===== src/rtl/nnbs_pkg.sv =====
`timescale 1ns / 1ps
`default_nettype none
// ----------------------------------------------------------------------------
// nnbs_pkg: shared constants, codes and types of the blit scaler
// Field widths, command and status codes, divider request and response.
// ----------------------------------------------------------------------------
package nnbs_pkg;

  localparam int FRAC_BITS = 16;
  localparam int MAX_DIM   = 4096;
  localparam int SPAN_W    = 13;
  localparam int ORG_W     = 12;
  localparam int SRC_W     = 13;
  localparam int DST_W     = 12;
  localparam int PIX_W     = 32;
  localparam int ACC_W     = 32;
  localparam int PAL_DEPTH = 256;
  localparam int PAL_AW    = $clog2(PAL_DEPTH);
  localparam int DVD_W     = SPAN_W + FRAC_BITS;
  localparam int DIV_CNT_W = $clog2(DVD_W);
  localparam int MODE_W    = 2;
  localparam int PAIR_W    = 2;
  localparam int STATUS_W  = 2;
  localparam int CFG_AW    = 3;
  localparam int CFG_DW    = 16;

  // commands
  localparam logic [MODE_W-1:0] MODE_PAL_WR  = 2'd0;
  localparam logic [MODE_W-1:0] MODE_START   = 2'd1;
  localparam logic [MODE_W-1:0] MODE_NEXT    = 2'd2;
  localparam logic [MODE_W-1:0] MODE_CONVERT = 2'd3;

  // format pairs
  localparam logic [PAIR_W-1:0] PAIR_IDX_IDX   = 2'd0;
  localparam logic [PAIR_W-1:0] PAIR_ARGB_ARGB = 2'd1;
  localparam logic [PAIR_W-1:0] PAIR_IDX_ARGB  = 2'd2;
  localparam logic [PAIR_W-1:0] PAIR_ARGB_IDX  = 2'd3;

  // status
  localparam logic [STATUS_W-1:0] ST_OK       = 2'd0;
  localparam logic [STATUS_W-1:0] ST_BAD_PAIR = 2'd1;
  localparam logic [STATUS_W-1:0] ST_NO_BLIT  = 2'd2;

  // configuration register indexes
  localparam logic [CFG_AW-1:0] CFG_ORIGIN_X = 3'd0;
  localparam logic [CFG_AW-1:0] CFG_ORIGIN_Y = 3'd1;
  localparam logic [CFG_AW-1:0] CFG_SRC_W    = 3'd2;
  localparam logic [CFG_AW-1:0] CFG_SRC_H    = 3'd3;
  localparam logic [CFG_AW-1:0] CFG_DST_W    = 3'd4;
  localparam logic [CFG_AW-1:0] CFG_DST_H    = 3'd5;
  localparam logic [CFG_AW-1:0] CFG_PAIR     = 3'd6;

  typedef struct packed {
    logic              start;
    logic [DVD_W-1:0]  dividend;
    logic [SPAN_W-1:0] divisor;
  } div_req_t;

  typedef struct packed {
    logic             done;
    logic [DVD_W-1:0] quotient;
  } div_rsp_t;

  function automatic logic [SPAN_W-1:0] clamp_dim(input logic [SPAN_W-1:0] v);
    return (v > SPAN_W'(MAX_DIM)) ? SPAN_W'(MAX_DIM) : v;
  endfunction

endpackage
`default_nettype wire


===== src/rtl/nnbs_divider.sv =====
`timescale 1ns / 1ps
`default_nettype none
// ----------------------------------------------------------------------------
// nnbs_divider: shared restoring divider
// One quotient bit per cycle; done pulses, registered together with the final quotient.
// ----------------------------------------------------------------------------
module nnbs_divider
  import nnbs_pkg::*;
(
  input  wire logic     clk,
  input  wire logic     rst_n,
  input  wire div_req_t req,
  output div_rsp_t      rsp
);

  logic                 busy_r, busy_nxt;
  logic                 done_r, done_nxt;
  logic [DIV_CNT_W-1:0] cnt_r, cnt_nxt;
  logic [SPAN_W:0]      rem_r, rem_nxt;
  logic [DVD_W-1:0]     quo_r, quo_nxt;
  logic [SPAN_W-1:0]    dsr_r, dsr_nxt;
  logic [SPAN_W:0]      trial;
  logic                 fits;

  // shift the next dividend bit into the partial remainder
  assign trial = {rem_r[SPAN_W-1:0], quo_r[DVD_W-1]};
  assign fits  = trial >= {1'b0, dsr_r};

  always_comb begin
    busy_nxt = busy_r;
    done_nxt = 1'b0;
    cnt_nxt  = cnt_r;
    rem_nxt  = rem_r;
    quo_nxt  = quo_r;
    dsr_nxt  = dsr_r;
    if (req.start) begin
      busy_nxt = 1'b1;
      cnt_nxt  = '0;
      rem_nxt  = '0;
      quo_nxt  = req.dividend;
      dsr_nxt  = req.divisor;
    end else if (busy_r) begin
      rem_nxt = fits ? (trial - {1'b0, dsr_r}) : trial;
      quo_nxt = {quo_r[DVD_W-2:0], fits};
      cnt_nxt = cnt_r + 1'b1;
      if (cnt_r == DIV_CNT_W'(DVD_W - 1)) begin
        busy_nxt = 1'b0;
        done_nxt = 1'b1;
      end
    end
  end

  always_ff @(posedge clk) begin
    if (!rst_n) begin
      busy_r <= 1'b0;
      done_r <= 1'b0;
      cnt_r  <= '0;
    end else begin
      busy_r <= busy_nxt;
      done_r <= done_nxt;
      cnt_r  <= cnt_nxt;
    end
    rem_r <= rem_nxt;
    quo_r <= quo_nxt;
    dsr_r <= dsr_nxt;
  end

  assign rsp.done     = done_r;
  assign rsp.quotient = quo_r;

endmodule
`default_nettype wire


===== config.mk =====
export PLATFORM = sky130hd
export DESIGN_NAME = nnbs_divider
export DESIGN_NICKNAME = d
export VERILOG_FILES = /design/src/rtl/nnbs_pkg.sv /design/src/rtl/nnbs_divider.sv
export SDC_FILE = /design/constraint.sdc
export NUM_CORES = 1
export LEC_CHECK = 0
export BUFFER_PORTS_ARGS = -buffer_cell sky130_fd_sc_hd__clkbuf_2
export CAP_MARGIN = 20
export CORE_UTILIZATION = 35
export CTS_CLUSTER_DIAMETER = 120
export DETAILED_ROUTE_END_ITERATION = 10
export PLACE_DENSITY = 0.52
export SETUP_SLACK_MARGIN = 0.05
export SYNTH_ARGS = -nofsm -noshare
export SYNTH_HDL_FRONTEND = slang
export SYNTH_SLANG_ARGS = --single-unit

===== constraint.sdc =====
create_clock -name clk -period 5 [get_ports clk]
set_input_delay 0 -clock clk [delete_from_list [all_inputs] [get_ports clk]]
set_output_delay 0 -clock clk [all_outputs]
set_load 0.05 [all_outputs]

# == After elaboration in Yosys (flattened, before gate mapping) ==
# Cells that the tools add are included.
# classes
addsub,2
magnitude_cmp,1
n_eq_ne,1
mux,7
n_bitwise,2
reduce_logical,3
# ops
operator,count
29-bit 2-to-1 mux,2
14-bit by 13-bit >= comparator with 1-bit output,1
13-bit 2-to-1 mux,1
13-bit subtractor,1
5-bit by 1-bit adder with 5-bit output (second input constant),1
5-bit equality test (second input constant),1
1-bit 2-to-1 mux,4
3-bit OR reduction,1
1-bit NOT,2
2-bit nonzero test,1
2-bit OR reduction,1
# word_totals
register_bits,62
out_inout_bits,30

# == Depth between registers and ports, before layout ==
# depth
depth_word,4
ltp_mapped,11
mapped_depth_nobuf,10

# == Least setup slack after synthesis ==
# Ideal clock, no wire load.
# synth_timing
path_kind,register to register
start,register quo_r[28]
end,register quo_r[0] (data pin)
setup_time_ns,0.260
arrival_ns,2.410
t_required_ns,4.740
setup_slack_ns,2.331
stages_incl_launch_ff,11
path_buffers,0
path_cell_list,edfxtp_1 -> inv_1 -> ha_1 -> inv_1 -> fa_1 -> a21oi_1 -> nand4b_1 -> a31oi_1 -> o2111ai_1 -> nand2_1 -> mux2_2
# synth_between
elab_chain_cells,3
# synth_lines
item,line,text
"start, declared",nnbs_divider.sv:20,"logic [DVD_W-1:0] quo_r, quo_nxt;"
"start signal, assigned",nnbs_divider.sv:64,quo_r <= quo_nxt;
14-bit by 13-bit >= comparator with 1-bit output,nnbs_divider.sv:27,"assign fits = trial >= {1'b0, dsr_r};"
29-bit 2-to-1 mux,nnbs_divider.sv:42,end else if (busy_r) begin
29-bit 2-to-1 mux,nnbs_divider.sv:36,if (req.start) begin
named net quo_nxt[0],nnbs_divider.sv:20,
# The timed path passes the listed nets, and every way through them passes these cells. The select of a mux whose other input is x is not followed.
# A chain may end at the register's enable or synchronous reset.

# == Worst setup path in the final report ==
# layout_timing
start,register quo_r[28]
end,register rem_r[12]
# layout_between
elab_chain_cells,2
elab_cells_between_ends,3
cone_classes,add/sub: 1; order compare: 1; mux: 1
# layout_lines
item,line,text
13-bit subtractor / 14-bit by 13-bit >= comparator with 1-bit output (equally long branches),"nnbs_divider.sv:43, nnbs_divider.sv:27",
13-bit 2-to-1 mux (*),nnbs_divider.sv:43,"rem_nxt = fits ? (trial - {1'b0, dsr_r}) : trial;"
"end signal, assigned",nnbs_divider.sv:63,rem_r <= rem_nxt;
"end, declared",nnbs_divider.sv:19,"logic [SPAN_W:0] rem_r, rem_nxt;"
# Mark *: on every way between the ends. The rest lies on a longest branch, timed or not.

==> flow_metrics.env <==
export IMPL_dp_cells=458
export IMPL_cts_tree="built"
export IMPL_hp_class="in -> reg"
export IMPL_cpPeakStageDelay_ns=0.42
export IMPL_grt_max_degree=57
export IMPL_synth_area_per_cell_um2=11.4
export IMPL_reg2reg_to="rem_r[12]$_SDFFE_PP0P_"
export IMPL_cts_num_sinks=62
export IMPL_synth_distinct_cells=48
export IMPL_crit_buf_inv=2
export IMPL_crit_type="reg -> reg"
export IMPL_core_area_um2=8850
export IMPL_r2r_start="quo_r[28]$_DFFE_PP_"
export IMPL_root_buffer="clkbuf_8"
export IMPL_drt_iter0_markers=191
export IMPL_critPathLaunchType="register"
export IMPL_muxShareOfSynthArea_pct=11.0
export IMPL_dp_hpwl_um=4860
export IMPL_cp_endpoint="rem_r[12]$_SDFFE_PP0P_"
export IMPL_antenna_found_initial=0
export IMPL_crit_path_frequent_cell="inv_1"
export IMPL_final_antenna_net_count=0
export IMPL_drt_drc_violations_left=0
export IMPL_synth_compound_area_share_pct=13.6
export IMPL_endpoint_kind="register"
export IMPL_portBuffers=74
export IMPL_fin_cells=517
export IMPL_cp_top_family="compound AO/OA/AOI/OAI gates"
export IMPL_viasPerCell=5.06
export IMPL_vias=2614
export IMPL_arrival_ns=2.76
export IMPL_die_h_um=98.2
export IMPL_routedWlPerCell_um=14.3
export IMPL_cp_slowest_cell="fa_1"
export IMPL_clkLatencyLatePin_ns=0.34
export IMPL_hold_viol_final=0
export IMPL_synth_top_area_share_pct=38.9
export IMPL_async_flop_share_pct=0
export IMPL_die_area_um2=9640
export IMPL_r2r_cells=10
export IMPL_synth_simple_area_share_pct=10.1
export IMPL_period_minus_slack_ns=2.48
export IMPL_total_power_w=0.00154
export IMPL_first_global_vias=2567
export IMPL_period_share_pct=49.6
export IMPL_rsz0062_at_grt="false"
export IMPL_required_ns=5.28
export IMPL_wl_um=7380
export IMPL_relSlewSlack_pct=37.1
export IMPL_clock_path_buffers=2
export IMPL_grt_first_pass_wirelength_um=12300
export IMPL_h_tree_depth=3
export IMPL_synth_most_common_cell="edfxtp_1"
export IMPL_status="complete, no violations"
export IMPL_yosysTopAreaCell="edfxtp_1"
export IMPL_grt_util_all_layers_pct=16.2
export IMPL_p_per_area_nw_per_um2=352
export IMPL_nets=465
export IMPL_synth_area_leaders="edfxtp_1 39%, dfxtp_1 12%, mux2_2 10%"
export IMPL_synthCells=285
export IMPL_synthAdderAreaFrac_pct=6.41
export IMPL_first_pass_iters=6
export IMPL_clkSlewWorstSetupHoldPaths_ns=0.08
export IMPL_yosys_most_used_dff="edfxtp_1"
export IMPL_area_growth_pct=34.9
export IMPL_maxCapViolCount=0
export IMPL_crit_fanout=12
export IMPL_setup_worst_path_start="quo_r[28]$_DFFE_PP_"
export IMPL_diodes=0
export IMPL_worst_slew_pin_slew_ns=0.941
export IMPL_drv_slew=0
export IMPL_rows=34
export IMPL_fp_dieW_um=98.2
export IMPL_p_leak_nw=1.84
export IMPL_worstSetupPathDepth=10
export IMPL_cts_resized_gates=0
export IMPL_synth_top_family_by_area="compound AO/OA/AOI/OAI gates"
export IMPL_synth_warnings=0
export IMPL_synth_xor_area_share_pct=2.70
export IMPL_fin_tns_setup_ns=0
export IMPL_crit_chain="inv_1 -> ha_1 -> inv_1 -> fa_1 -> a21oi_1 -> nand4b_1 -> a31oi_1 -> o2111a_2 -> o41ai_1 -> a41o_1"
export IMPL_synth_edf_count=42
export IMPL_grt_overflow=0
export IMPL_routabilityCongestion=0.780
export IMPL_initial_utilization_pct=36.6
export IMPL_ios=75
export IMPL_yosysSeqAreaShare_pct=51.3
export IMPL_synth_seq_cells=62
export IMPL_cts_buffers=9
export IMPL_syn_area_um2=3240
export IMPL_skew_ns=0.0100
export IMPL_drive_gt1_share_pct=32.3
export IMPL_max_freq_ghz=0.403
export IMPL_synth_commonest_cells="42 x edfxtp_1, 30 x mux2_2, 22 x inv_1, 20 x dfxtp_1, 18 x nor2_1"
export IMPL_ir_drop_uv=202
export IMPL_rrSetupSlack_ns=2.52
export IMPL_finalSetupViolCount=0
export IMPL_synthesis_nets=346
-- registers in the layout, indices dropped and copies added (netlist names) --
register / cells
busy_r: 1
cnt_r: 5
done_r: 1
dsr_r: 13
quo_r: 29
rem_r: 13
-- cell type report --
class	instances	area (um2)
repair buffers	122	838
clock buffers	10	138
fillers	831	4480
well taps	108	135
inverters	22	82.6
clock inverters	6	92.6
flip-flops and latches	62	1660
multi-input cells	187	1420
-- kinds of logic after synthesis --
kind of cell	after synthesis
XOR/XNOR	10
AND/OR/NAND/NOR	67
buffers and inverters	36
multiplexers	32
AO/OA/AOI/OAI	62
flip-flops	62
adder cells (fa/ha/maj)	16
-- report_power, final --
part | internal (W) | total, W | switching [W]
clock | 0.000298 | 0.000514 | 0.000216
combinational | 0.000152 | 0.000397 | 0.000245
sequential | 0.000602 | 0.000629 | 0.0000264
total | 0.00105 | 0.00154 | 0.000488
-- layer usage --
layer	up-vias	track usage (%)	wire length, um
met1	1239	21.6	3580
met5	-	0	0
li1	1303	-	-
met4	0	6.66	106
met2	62	25.3	3370
met3	10	4.01	316
-- cell usage in the layout (no fill, tap or decap), types with 3 or more instances in the layout --
cell	Yosys	final
a311oi_1	8	8
a21oi_1	16	16
edfxtp_1	42	42
nand2b_1	3	3
nand3_1	16	16
inv_1	22	22
nor3_1	3	3
clkbuf_8	0	10
o22ai_1	3	3
nor2b_1	4	4
a21o_1	4	4
buf_4	1	5
o211ai_1	4	4
xnor2_1	5	5
nand2_1	12	12
mux2_2	30	30
ha_1	15	15
nand4_1	5	5
o21ai_1	3	3
clkbuf_2	1	74
dlygate4sd3_1	0	43
nor2_1	18	18
xor2_1	5	5
o21ai_0	6	6
dfxtp_1	20	20
-- worst min-delay path by stage --
stage                               to  slack, ns  cells after the start    start
finish              dsr_r[4]$_DFFE_PP_       0.32                      2  req[42]
global route        dsr_r[4]$_DFFE_PP_       0.35                      2  req[42]
CTS                 dsr_r[4]$_DFFE_PP_       0.32                      2  req[42]
detailed placement  dsr_r[2]$_DFFE_PP_       0.18                      1   req[2]
global placement    dsr_r[9]$_DFFE_PP_       0.18                      1   req[9]
floorplan           dsr_r[0]$_DFFE_PP_        0.1                      0   req[0]
-- metrics by stage --
step | setup slack [ns] | instance area [um2] | util, % | hold slack (ns)
finish | 2.52 | 4370 | 49.4 | 0.322
global route | 2.29 | 4370 | 49.4 | 0.348
CTS | 2.54 | 4370 | 49.4 | 0.320
detailed placement | 2.56 | 3710 | 41.9 | 0.179
global placement | 2.60 | 3710 | 41.9 | 0.178
floorplan | 2.33 | 3240 | - | 0.0989
-- worst reg2reg max path: stages, from the launching register on --
cell and delay (ns):
edfxtp_1 0.41, inv_1 0.08, ha_1 0.15, inv_1 0.05, fa_1 0.42, a21oi_1 0.15
nand4b_1 0.17, a31oi_1 0.12, o2111a_2 0.36, o41ai_1 0.39, a41o_1 0.13
-- repair_timing --
item / CTS / global route
setup buffers: 0 / 0
hold endpoints to repair: 43 / 0
hold buffers: 43 / 0
No activity file was read; power rests on OpenSTA's default activity.
